## src/hdl/kdpc_pkg.sv

```systemverilog
// ----------------------------------------------------------------------------
// kdpc_pkg
// Shared constants for the key debounce and press classifier: command codes,
// configuration register indexes, reset values and default sizes.
// ----------------------------------------------------------------------------
package kdpc_pkg;

  // Default sizes
  localparam int unsigned NUM_KEYS_DEF   = 4;
  localparam int unsigned TICK_WIDTH_DEF = 32;

  // Configuration registers
  localparam int unsigned CFG_W     = 16;
  localparam int unsigned CFG_IDX_W = 1;

  localparam logic [CFG_IDX_W-1:0] CFG_DEBOUNCE = 1'd0;
  localparam logic [CFG_IDX_W-1:0] CFG_SHORT    = 1'd1;

  localparam logic [CFG_W-1:0] DEBOUNCE_RST = 16'd1;
  localparam logic [CFG_W-1:0] SHORT_RST    = 16'd50;

  // Commands
  localparam int unsigned CMD_W = 2;

  localparam logic [CMD_W-1:0] CMD_SCAN       = 2'd0;
  localparam logic [CMD_W-1:0] CMD_LONG_QUERY = 2'd1;
  localparam logic [CMD_W-1:0] CMD_LONG_CLEAR = 2'd2;
  localparam logic [CMD_W-1:0] CMD_SHORT_TAKE = 2'd3;

  // Per-key state flag positions inside a key slot of the state row
  localparam int unsigned F_STABLE = 0;
  localparam int unsigned F_ACTIVE = 1;
  localparam int unsigned F_HELD   = 2;
  localparam int unsigned F_LONG   = 3;
  localparam int unsigned F_SHORT  = 4;
  localparam int unsigned NUM_FLAGS = 5;

endpackage

```

## src/hdl/key_debounce_press_classifier.sv

```systemverilog
// ----------------------------------------------------------------------------
// key_debounce_press_classifier
// Debounce and short/long press qualifier for a small bank of push keys.
// ----------------------------------------------------------------------------
// One result comes back for every input transfer. The result is registered
// in the output register when stage 1 advances, and a new item can be taken
// every cycle while the output is not stalled. All per-key state (stable
// level, debounce timer, press start, long-taken and short-pending marks)
// sits in one row of a RAM with a registered read: the read is issued at the
// input transfer, the row is updated from the read data and written back
// while the result is loaded into the output register. When a read and
// a write-back land on the same edge, the written row is forwarded, so
// items follow each other without bubbles. A row valid bit stands in for the
// reset of the RAM: until the first write-back the row reads as all zero.
// Command 0 scans the raw keys against now_tick; commands 1..3 pick the
// lowest key set in key_mask and query/consume a long press, clear the
// long-taken mark, or take a pending short press. Tick differences wrap
// modulo 2^TICK_WIDTH. Config registers: index 0 debounce_ticks, index 1
// short_press_ticks; write them only while the block is idle.
// ----------------------------------------------------------------------------
module key_debounce_press_classifier #(
  parameter int unsigned NUM_KEYS   = kdpc_pkg::NUM_KEYS_DEF,
  parameter int unsigned TICK_WIDTH = kdpc_pkg::TICK_WIDTH_DEF
) (
  input  logic                           clk_i,
  input  logic                           rst_ni,
  // configuration write channel
  input  logic                           cfg_valid_i,
  output logic                           cfg_ready_o,
  input  logic [kdpc_pkg::CFG_IDX_W-1:0] cfg_index_i,
  input  logic [kdpc_pkg::CFG_W-1:0]     cfg_data_i,
  // input items
  input  logic                           in_valid_i,
  output logic                           in_ready_o,
  input  logic [kdpc_pkg::CMD_W-1:0]     command_i,
  input  logic [NUM_KEYS-1:0]            raw_keys_i,
  input  logic [TICK_WIDTH-1:0]          now_tick_i,
  input  logic [NUM_KEYS-1:0]            key_mask_i,
  input  logic [TICK_WIDTH-1:0]          hold_ticks_i,
  // results
  output logic                           out_valid_o,
  input  logic                           out_ready_i,
  output logic [NUM_KEYS-1:0]            pressed_keys_o,
  output logic                           event_hit_o
);

  // Row layout: one slot per key, flags then debounce start then press start
  localparam int unsigned NF     = kdpc_pkg::NUM_FLAGS;
  localparam int unsigned KEY_W  = NF + 2 * TICK_WIDTH;
  localparam int unsigned ROW_W  = NUM_KEYS * KEY_W;
  localparam int unsigned DEB_LO = NF;
  localparam int unsigned PRS_LO = NF + TICK_WIDTH;
  localparam int unsigned DEPTH  = 1;
  localparam int unsigned AW     = (DEPTH > 1) ? $clog2(DEPTH) : 1;
  localparam logic [AW-1:0] ROW_ADDR = '0;

  // --------------------------------------------------------------------------
  // Configuration registers
  // --------------------------------------------------------------------------
  logic [kdpc_pkg::CFG_W-1:0] debounce_q, short_q;

  assign cfg_ready_o = 1'b1;

  always_ff @(posedge clk_i or negedge rst_ni) begin
    if (!rst_ni) begin
      debounce_q <= kdpc_pkg::DEBOUNCE_RST;
      short_q    <= kdpc_pkg::SHORT_RST;
    end else if (cfg_valid_i) begin
      case (cfg_index_i)
        kdpc_pkg::CFG_DEBOUNCE: debounce_q <= cfg_data_i;
        kdpc_pkg::CFG_SHORT:    short_q    <= cfg_data_i;
        default: ;
      endcase
    end
  end

  // --------------------------------------------------------------------------
  // Handshake and stage control
  // --------------------------------------------------------------------------
  logic s1_valid_q;
  logic s1_adv;     // stage 1 moves into the output register
  logic in_xfer;    // input transfer, also the RAM read enable
  logic out_valid_q;

  assign s1_adv     = s1_valid_q && (!out_valid_q || out_ready_i);
  assign in_ready_o = !s1_valid_q || s1_adv;
  assign in_xfer    = in_valid_i && in_ready_o;

  // Stage 1 item payload
  logic [kdpc_pkg::CMD_W-1:0] s1_cmd_q;
  logic [NUM_KEYS-1:0]        s1_raw_q, s1_mask_q;
  logic [TICK_WIDTH-1:0]      s1_now_q, s1_hold_q;

  always_ff @(posedge clk_i or negedge rst_ni) begin
    if (!rst_ni) begin
      s1_valid_q <= 1'b0;
    end else if (in_xfer) begin
      s1_valid_q <= 1'b1;
    end else if (s1_adv) begin
      s1_valid_q <= 1'b0;
    end
  end

  always_ff @(posedge clk_i) begin
    if (in_xfer) begin
      s1_cmd_q  <= command_i;
      s1_raw_q  <= raw_keys_i;
      s1_mask_q <= key_mask_i;
      s1_now_q  <= now_tick_i;
      s1_hold_q <= hold_ticks_i;
    end
  end

  // --------------------------------------------------------------------------
  // State RAM with forwarding of a same-edge write-back
  // --------------------------------------------------------------------------
  logic [ROW_W-1:0] rdata, cur_row, nxt_row, wdata_q;
  logic             row_valid_q;  // row has been written since reset
  logic             rd_valid_q;   // row was valid when the pending read was issued
  logic             fwd_q;        // pending read raced a write-back

  kdpc_ram #(
    .WIDTH (ROW_W),
    .DEPTH (DEPTH)
  ) u_state_ram (
    .clk_i   (clk_i),
    .we_i    (s1_adv),
    .waddr_i (ROW_ADDR),
    .wdata_i (nxt_row),
    .re_i    (in_xfer),
    .raddr_i (ROW_ADDR),
    .rdata_o (rdata)
  );

  always_ff @(posedge clk_i or negedge rst_ni) begin
    if (!rst_ni) begin
      row_valid_q <= 1'b0;
      rd_valid_q  <= 1'b0;
      fwd_q       <= 1'b0;
    end else begin
      if (s1_adv) begin
        row_valid_q <= 1'b1;
      end
      if (in_xfer) begin
        rd_valid_q <= row_valid_q;
        fwd_q      <= s1_adv;
      end
    end
  end

  always_ff @(posedge clk_i) begin
    if (s1_adv) begin
      wdata_q <= nxt_row;
    end
  end

  always_comb begin
    if (fwd_q) begin
      cur_row = wdata_q;
    end else if (rd_valid_q) begin
      cur_row = rdata;
    end else begin
      cur_row = '0;
    end
  end

  // --------------------------------------------------------------------------
  // Per-key update lanes
  // --------------------------------------------------------------------------
  logic [NUM_KEYS-1:0]   sel;       // one-hot lowest set bit of the key mask
  logic [NUM_KEYS-1:0]   lane_hit;
  logic [NUM_KEYS-1:0]   stable_nxt;
  logic                  hit;

  assign sel = s1_mask_q & (~s1_mask_q + NUM_KEYS'(1));

  always_comb begin
    logic                  stable, active, held, long_t, short_p, raw;
    logic [TICK_WIDTH-1:0] deb_start, prs_start, deb_el, prs_el;
    nxt_row  = cur_row;
    lane_hit = '0;
    for (int i = 0; i < NUM_KEYS; i++) begin
      stable    = cur_row[i*KEY_W + kdpc_pkg::F_STABLE];
      active    = cur_row[i*KEY_W + kdpc_pkg::F_ACTIVE];
      held      = cur_row[i*KEY_W + kdpc_pkg::F_HELD];
      long_t    = cur_row[i*KEY_W + kdpc_pkg::F_LONG];
      short_p   = cur_row[i*KEY_W + kdpc_pkg::F_SHORT];
      deb_start = cur_row[i*KEY_W + DEB_LO +: TICK_WIDTH];
      prs_start = cur_row[i*KEY_W + PRS_LO +: TICK_WIDTH];
      raw       = s1_raw_q[i];
      deb_el    = s1_now_q - deb_start;
      prs_el    = s1_now_q - prs_start;

      case (s1_cmd_q)
        kdpc_pkg::CMD_SCAN: begin
          // debounce
          if (raw != stable) begin
            if (!active) begin
              active    = 1'b1;
              deb_start = s1_now_q;
            end else if (deb_el >= TICK_WIDTH'(debounce_q)) begin
              stable = raw;
              active = 1'b0;
            end
          end else begin
            active = 1'b0;
          end
          // press tracking
          if (stable) begin
            if (!held) begin
              prs_start = s1_now_q;
              held      = 1'b1;
              long_t    = 1'b0;
            end
          end else if (held) begin
            if (prs_el >= TICK_WIDTH'(short_q) && !long_t) begin
              short_p = 1'b1;
            end
            held = 1'b0;
          end
        end
        kdpc_pkg::CMD_LONG_QUERY: begin
          if (sel[i] && held && !long_t && prs_el >= s1_hold_q) begin
            long_t      = 1'b1;
            lane_hit[i] = 1'b1;
          end
        end
        kdpc_pkg::CMD_LONG_CLEAR: begin
          if (sel[i]) begin
            long_t = 1'b0;
          end
        end
        kdpc_pkg::CMD_SHORT_TAKE: begin
          if (sel[i] && short_p) begin
            short_p     = 1'b0;
            lane_hit[i] = 1'b1;
          end
        end
        default: ;
      endcase

      nxt_row[i*KEY_W + kdpc_pkg::F_STABLE]   = stable;
      nxt_row[i*KEY_W + kdpc_pkg::F_ACTIVE]   = active;
      nxt_row[i*KEY_W + kdpc_pkg::F_HELD]     = held;
      nxt_row[i*KEY_W + kdpc_pkg::F_LONG]     = long_t;
      nxt_row[i*KEY_W + kdpc_pkg::F_SHORT]    = short_p;
      nxt_row[i*KEY_W + DEB_LO +: TICK_WIDTH] = deb_start;
      nxt_row[i*KEY_W + PRS_LO +: TICK_WIDTH] = prs_start;
    end
  end

  always_comb begin
    for (int i = 0; i < NUM_KEYS; i++) begin
      stable_nxt[i] = nxt_row[i*KEY_W + kdpc_pkg::F_STABLE];
    end
  end

  assign hit = |lane_hit;

  // --------------------------------------------------------------------------
  // Output register
  // --------------------------------------------------------------------------
  logic [NUM_KEYS-1:0] pressed_q;
  logic                hit_q;

  always_ff @(posedge clk_i or negedge rst_ni) begin
    if (!rst_ni) begin
      out_valid_q <= 1'b0;
    end else if (s1_adv) begin
      out_valid_q <= 1'b1;
    end else if (out_ready_i) begin
      out_valid_q <= 1'b0;
    end
  end

  always_ff @(posedge clk_i) begin
    if (s1_adv) begin
      pressed_q <= stable_nxt;
      hit_q     <= hit;
    end
  end

  assign out_valid_o    = out_valid_q;
  assign pressed_keys_o = pressed_q;
  assign event_hit_o    = hit_q;

endmodule

```

## src/hdl/kdpc_ram.sv

```systemverilog
// ----------------------------------------------------------------------------
// kdpc_ram
// Generic single-clock RAM, one write port and one read port, registered read.
// ----------------------------------------------------------------------------
module kdpc_ram #(
  parameter int unsigned WIDTH = 8,
  parameter int unsigned DEPTH = 2,
  localparam int unsigned AW   = (DEPTH > 1) ? $clog2(DEPTH) : 1
) (
  input  logic             clk_i,
  input  logic             we_i,
  input  logic [AW-1:0]    waddr_i,
  input  logic [WIDTH-1:0] wdata_i,
  input  logic             re_i,
  input  logic [AW-1:0]    raddr_i,
  output logic [WIDTH-1:0] rdata_o
);

  logic [WIDTH-1:0] mem_q [DEPTH];
  logic [WIDTH-1:0] rdata_q;

  always_ff @(posedge clk_i) begin
    if (we_i) begin
      mem_q[waddr_i] <= wdata_i;
    end
    if (re_i) begin
      rdata_q <= mem_q[raddr_i];
    end
  end

  assign rdata_o = rdata_q;

endmodule

```

## config.mk

```make
export PLATFORM = sky130hd
export DESIGN_NAME = key_debounce_press_classifier
export DESIGN_NICKNAME = d
export VERILOG_FILES = /design/src/hdl/kdpc_pkg.sv /design/src/hdl/key_debounce_press_classifier.sv /design/src/hdl/kdpc_ram.sv
export SDC_FILE = /design/constraint.sdc
export NUM_CORES = 2
export LEC_CHECK = 0
export ABC_CLOCK_PERIOD_IN_PS = 17240
export BUFFER_PORTS_ARGS = -buffer_cell sky130_fd_sc_hd__buf_2
export CAP_MARGIN = 20
export CORE_MARGIN = 2
export CORE_UTILIZATION = 55
export CTS_BUF_LIST = sky130_fd_sc_hd__clkbuf_4 sky130_fd_sc_hd__clkbuf_8
export DETAILED_ROUTE_END_ITERATION = 8
export GPL_TIMING_DRIVEN = 0
export PLACE_DENSITY = 0.71
export SLEW_MARGIN = 20
export SYNTH_ARGS = -nofsm -noshare
export SYNTH_HDL_FRONTEND = slang
export SYNTH_SLANG_ARGS = --single-unit
```

## constraint.sdc

```tcl
create_clock -name clk_i -period 17.24 [get_ports clk_i]
set_clock_uncertainty 0.05 [all_clocks]
set_input_delay 0.862 -clock clk_i [delete_from_list [all_inputs] [get_ports clk_i]]
set_output_delay 0.862 -clock clk_i [all_outputs]
set_load 0.02 [all_outputs]
```

**Yosys cells after proc, flatten, opt, wreduce, memory -nomap -nowiden**

Memories as Yosys holds them, arrays and structs flattened. A register that Yosys moved wholly into a read port is not among the register bits.
Index checks and enable logic that the tools add are counted.

- Input port bits: 96
- RAM bits: 276
- Flip-flop bits (word level): 392
- Memories kept: 1

Memories:

| name | words | width | read ports | clocked after Yosys merged registers in | write ports | RTL line | text |
|---|---|---|---|---|---|---|---|
| u_state_ram.mem_q | 1 | 276 | 1 | 1 | 1 | kdpc_ram.sv:19 | `logic [WIDTH-1:0] mem_q [DEPTH];` |

- Order comparisons: 12
- Mux-type cells: 128
- Equality and inequality tests: 7
- Add/sub/neg operators: 9
- Reductions and logical operators: 36
- Bitwise logic cells: 3

Operator list:

| cell | number |
|---|---|
| 2-to-1 mux 32 bit | 24 |
| 2-to-1 mux 276 bit | 2 |
| greater-or-equal comparator 32 x 16 -> 1 bit | 8 |
| subtractor 32 bit | 8 |
| greater-or-equal comparator 32 bit | 4 |
| 2-to-1 mux 1 bit | 90 |
| logical AND 1 bit | 22 |
| one-hot mux 1 bit (2 select lines) | 8 |
| one-hot mux 1 bit (3 select lines) | 4 |
| logical NOT 1 bit | 6 |
| adder 4 x 1 -> 4 bit, second input constant | 1 |
| bitwise AND 4 bit | 1 |
| == test 2 bit, second input constant | 2 |
| inequality test 1 bit | 4 |
| inverter 4 bit | 1 |
| AND reduction 2 bit | 2 |
| nonzero test 2 bit | 2 |
| OR reduction 4 bit | 1 |
| == test 2 x 1 -> 1 bit, second input constant | 1 |
| logical NOT 2 bit | 1 |
| logical OR 1 bit | 2 |
| inverter 1 bit | 1 |

**Depth between registers and ports, before layout**

- Depth after elaboration: 10
- Mapped depth: 38

**Modules after synthesis**

A second synthesis with hierarchy kept.

- Cell total of the unflattened synthesis: 4,794
- Area total of the unflattened synthesis: 55,055.3 um2

By module, submodules not included:

| module | cells an instance | times used | area each (um2) |
|---|---|---|---|
| key_debounce_press_classifier | 4,242 | 1 | 38,479.4 |
| kdpc_ram | 552 | 1 | 16,575.9 |

**Worst setup path before layout**

No wires, ideal clock.

- Path type: input to register
- Start point: input out_ready_i
- End point: register s1_cmd_q[0] in the netlist's numbering, enable pin
- Path slack: 8.498 ns
- Path buffers: 0
- Stages: 3
- Setup time: 0.699 ns
- Required time: 16.491 ns
- Arrival: 7.993 ns
- Cell sequence: nand3b_1 > nand2_1 > inv_1

- Word-level cells in the longest chain between the ends: 4

Ends and longest elaborated chain:

| what | RTL line | text |
|---|---|---|
| from (decl) | key_debounce_press_classifier.sv:42 | `input logic out_ready_i,` |
| logical OR 1 bit | key_debounce_press_classifier.sv:85 | `assign s1_adv = s1_valid_q && (!out_valid_q \|\| out_ready_i);` |
| logical AND 1 bit | key_debounce_press_classifier.sv:85 |  |
| logical OR 1 bit | key_debounce_press_classifier.sv:86 | `assign in_ready_o = !s1_valid_q \|\| s1_adv;` |
| logical AND 1 bit | key_debounce_press_classifier.sv:87 | `assign in_xfer = in_valid_i && in_ready_o;` |
| via in_xfer | key_debounce_press_classifier.sv:82 | `logic in_xfer;` |
| to (signal assigned) | key_debounce_press_classifier.sv:106 | `s1_cmd_q <= command_i;` |
| to (decl) | key_debounce_press_classifier.sv:90 | `logic [kdpc_pkg::CMD_W-1:0] s1_cmd_q;` |

The timed path passes the listed nets, and every way through them passes these cells.
A chain may end at the register's enable or synchronous reset.

**Worst setup path after layout**

- Start point: register fwd_q
- End point: memory u_state_ram.mem_q[0][179] in the netlist's numbering (data pin)

- Word-level cells in the longest chain between the ends: 9
- Elaborated cells between the ends (all ways): 11

Ends and longest elaborated chain:

| what | RTL line | text |
|---|---|---|
| from (decl) | key_debounce_press_classifier.sv:120 | `logic fwd_q;` |
| from (signal assigned) | key_debounce_press_classifier.sv:146 | `fwd_q <= s1_adv;` |
| 2-to-1 mux 276 bit * | key_debounce_press_classifier.sv:158 | `if (fwd_q) begin` |
| subtractor 32 bit | key_debounce_press_classifier.sv:191 | `deb_el = s1_now_q - deb_start;` |
| greater-or-equal comparator 32 x 16 -> 1 bit | key_debounce_press_classifier.sv:201 | `end else if (deb_el >= TICK_WIDTH'(debounce_q)) begin` |
| 2-to-1 mux 1 bit | key_debounce_press_classifier.sv:201 |  |
| 2-to-1 mux 1 bit | key_debounce_press_classifier.sv:198 | `if (!active) begin` |
| 2-to-1 mux 1 bit | key_debounce_press_classifier.sv:197 | `if (raw != stable) begin` |
| 2-to-1 mux 1 bit | key_debounce_press_classifier.sv:194 | `case (s1_cmd_q)` |
| 2-to-1 mux 32 bit | key_debounce_press_classifier.sv:209 | `if (stable) begin` |
| 2-to-1 mux 32 bit * | key_debounce_press_classifier.sv:194 |  |
| via nxt_row[179] | key_debounce_press_classifier.sv:117 | `logic [ROW_W-1:0] rdata, cur_row, nxt_row, wdata_q;` |
| to (decl) | kdpc_ram.sv:19 |  |

Mark *: on every way through the listed nets, which the timed path passes. The rest lies on a longest branch. The select of a mux whose other input is x is not followed.

==> results by stage <==
Synth:
- For this run, the number of Yosys warnings is 0.
- In the synthesized netlist the dominant register cell turns out to be edfxtp_1.
- The average instance in the mapped netlist occupies 10.2 sq um.
- The post-synthesis async set-or-reset flop share is approximately 5.6%.
- The register bit total from synthesis is 664.
- After synthesis the cells add up to about 47000 sq um.
- The number of nets handed over by synthesis was 5168.
- After synthesis, the netlist uses 113 different library cells.
- The number of instances in the synthesized netlist is 4588.
- The number of flops mapped to enable cells by yosys is 627.
- The sequential fraction of the synthesis area is 42.1%.

Clock tree:
- The H-tree was split into 3 levels.
- The clock passes through at most 3 buffers.
- The number of hold buffers added after cts is 0.
- TritonCTS built the clock tree.
- After clock tree synthesis, the clock-pin slew on the worst setup and hold paths is about 70 ps.
- The number of clock buffers added by TritonCTS is 113.
- The post-cts resize count is 0.
- The clock drives 664 sinks.
- The cell sitting at the root of the clock tree is a clkbuf_8.
- The clock reaches the later pin of the worst-skew pair after 820 ps.
- The buffers inserted during post-CTS setup optimization is 0.

Pwr:
- The areal power density over the cells is 130 nW/um^2.
- The leakage power summed over all cells is 21.0 nW.
- The worst IR drop on VDD is 0.0000827 V.

Die:
- The die height is 296 um.
- Measured along the x axis, the die boundary spans 296 um.
- Once the floorplan was initialized, standard cells occupied 55.3% of the core.
- The area of the core is ~85000 sq um.
- The die area is 87700 sq um.
- The top-level port count is between 100 and 150.
- The row count is 107.

Hold path:
- The min-delay analysis places its worst path in the category in2async.

Placement:
- The placed cell area is 49400 sq um.
- The half-perimeter wire length after detailed placement is roughly 120 mm.
- The number of cells in the design after placement is 5855.
- In this run the tool buffered the top-level ports with 102 buffer cells.
- At the end of routability-driven placement, the weighted congestion stood at 0.981.

Worst setup path:
- The cell repeated most along the worst path is buf_6.
- The startpoint type of the worst setup path is a register.
- In this run the worst path has a maximum fanout of 10.
- STA puts the critical path data arrival time at 12580 ps.
- The slowest library cell on the worst path is clkbuf_1.
- The largest stage delay on the critical path is 860 ps.
- The category of the most critical setup path is reg2reg.
- The worst setup path is captured at a register.
- STA puts the critical path data required time at roughly 18000 ps.
- The worst register-to-register path has a setup slack of 5170 ps.

Global routing:
- The total overflow left after global routing is 0.
- Entering global routing, the biggest net connects 104 pins.
- The first global-routing pass estimated 232 mm of wire.
- The number of antenna violations at the first check in global routing was 1.
- The global routing usage summed across all routing layers is 35.4%.
- The via count of the first global-routing pass came to 38300.

Layout:
- Leaving out fill and tap cells, the most frequent cell in the layout is edfxtp_1.
- In the layout the commonest cells are edfxtp_1, ha_1, a21oi_1, nor2_1, nand2_1.
- Leaving out filler cells and counting taps, the final layout contains 6070.
- The post-route core utilization is 61.1%.
- The finished cells cover 51900 sq um.
- In the final design database the tool counted 5415 nets.
- The area growth from synthesis to layout is 10.4%.
- The fraction of final layout cells sized beyond drive strength 1 is 9.69%.

Timing:
- The max-slew violation count is 0.
- Hold is met by 161 ps.
- The part of the cycle the worst path needs is 70.0%.
- The transition time at the pin with the least slew margin is 1260 ps.
- The worst path in the final design needs a cycle of about 12000 ps, including I/O delays and setup.
- Setup repair after global routing left no endpoint under its margin.
- The hold violation count in the final report was 0.
- The worst pin sits at a relative slew slack of 15.7%.
- For this run, the top clock speed supported by timing is 82.9 MHz.
- The count of endpoints failing setup in the final report is 0.
- After routing, the total negative slack on setup checks comes to 0 ps.

Drt:
- In the final routed layout, each cell accounts on average for 26.1 um.
- The via count is 39800.
- Before antenna repair, the detailed router went through 6 iterations.
- Detailed routing placed a total of around 12 mm of wire on met3.
- The violation count after the first detailed-route iteration is a little under 4000.
- The total routed wire length on the met1 layer is ~64 mm.
- The uppermost layer routed is met4.
- The remaining antenna violation count after routing is 0.
- The routed wire length on met2 is 73.4 mm.
- The count of unresolved DRC violations after routing is 0.
- Using the TritonRoute via totals, the vias-per-cell ratio works out to 6.55.
- The sum of routed wire length over all layers is 158 mm.

Job:
- The number of maximum-capacitance constraint violations is 0.

Outcome:
- The flow ran to the end, and the final reports show no timing, DRC or antenna violations.
==> worst max-delay path, delay by kind of cell, from the launching register on <==
| kind | cells | cell delay, ps |
|---|---|---|
| buffers and inverters | 11 | 4820 |
| AOI/OAI and AO/OA | 10 | 2420 |
| and+or+nand+nor | 5 | 2170 |
| adders and majority gates | 3 | 1030 |
| muxes | 2 | 740 |
| DFF | 1 | 340 |
| xor gates and xnor gates | 1 | 200 |
==> state kept, by name, summed over array words and instances, names as in the netlist, 2 cells and up <==
name and cells:
s1_mask_q 4, pressed_keys_o 3, u_state_ram.rdata_o 276, s1_raw_q 4
s1_cmd_q 2, s1_hold_q 32, debounce_q 16, s1_now_q 32
u_state_ram.mem_q 273, short_q 16
==> cells by family after synthesis <==
kind of cell,synth area share [%]
compound gates,22.2
simple gates,11.6
flops,42.1
fa+ha+maj,13.6
buf+inv,3.33
xor+xnor,4.01
mux,3.20
other cells,0.00798
==> per-layer routing <==
layer	global-route usage, %	up-vias
met2	58.2	1835
met1	45.4	19300
met5	0	-
li1	-	18300
met3	5.66	398
met4	17.6	0
==> metrics by stage <==
step                      worst slack, ps  power [W]
after global routing                 4860    0.00716
after CTS                            5410    0.00671
after detailed placement             5390    0.00520
after floorplan                      8500    0.00435
after global placement               4890    0.00517
final                                5170    0.00676
==> synthesized netlist by cell type, drive strengths merged, types with 11 or more instances <==
library cell	count	share of area, %
a21boi	13	0.22
nor3	55	0.59
a211oi	44	0.72
mux2	36	0.86
nand3	87	0.95
dfrtp	33	1.8
a21o	173	2.8
nand3b	27	0.48
edfxtp	627	40
a31oi	44	0.60
and3	43	0.57
a31o	13	0.24
o21ai	226	2.4
buf	54	0.72
a2111oi	14	0.26
mux2i	109	2.3
nor2	310	2.5
o21bai	37	0.61
nor2b	37	0.50
and2	44	0.59
clkbuf	145	1.2
a221o	11	0.23
o2111ai	16	0.31
nand2	259	2.1
or3	19	0.25
a21oi	480	5.1
or4	12	0.19
or2	23	0.31
and4	12	0.22
xor2	68	1.3
nor4	18	0.27
maj3	28	0.61
ha	480	13
a22oi	248	4.0
inv	179	1.4
a221oi	12	0.24
o211ai	37	0.60
nand2b	44	0.59
o31ai	24	0.39
o21a	43	0.69
a22o	23	0.43
nand4	81	1.1
xnor2	147	2.7
==> where the power goes <==
group | switching, W | internal, W
Sequential | 0.000110 | 0.00204
Clock | 0.000696 | 0.000814
Combinational | 0.00191 | 0.00119
Total | 0.00272 | 0.00405
==> final timing paths <==
check | start | to | cells after the start
worst min register to register | u_state_ram.mem_q[0][146] | u_state_ram.rdata_o[146] | 0
worst min-delay path | rst_ni | debounce_q[11] | 1
min in group clk_i | hold_ticks_i[4] | s1_hold_q[4] | 1
worst max-delay path | fwd_q | u_state_ram.mem_q[0][179] | 32
worst max register to register | fwd_q | u_state_ram.mem_q[0][179] | 32
max in group asynchronous | rst_ni | short_q[12] | 1
==> final cells by class <==
type | count | area [sq um]
Multi-Input combinational cell | 3543 | 25700
Sequential cell | 664 | 19800
Antenna cell | 1 | 2.50
Fill cell | 7247 | 33000
Timing Repair Buffer | 132 | 1090
Inverter | 182 | 691
Clock buffer | 150 | 1920
Clock inverter | 55 | 432
Buffer | 199 | 887
Tap cell | 1144 | 1430
(Power assumes the default switching activity.)
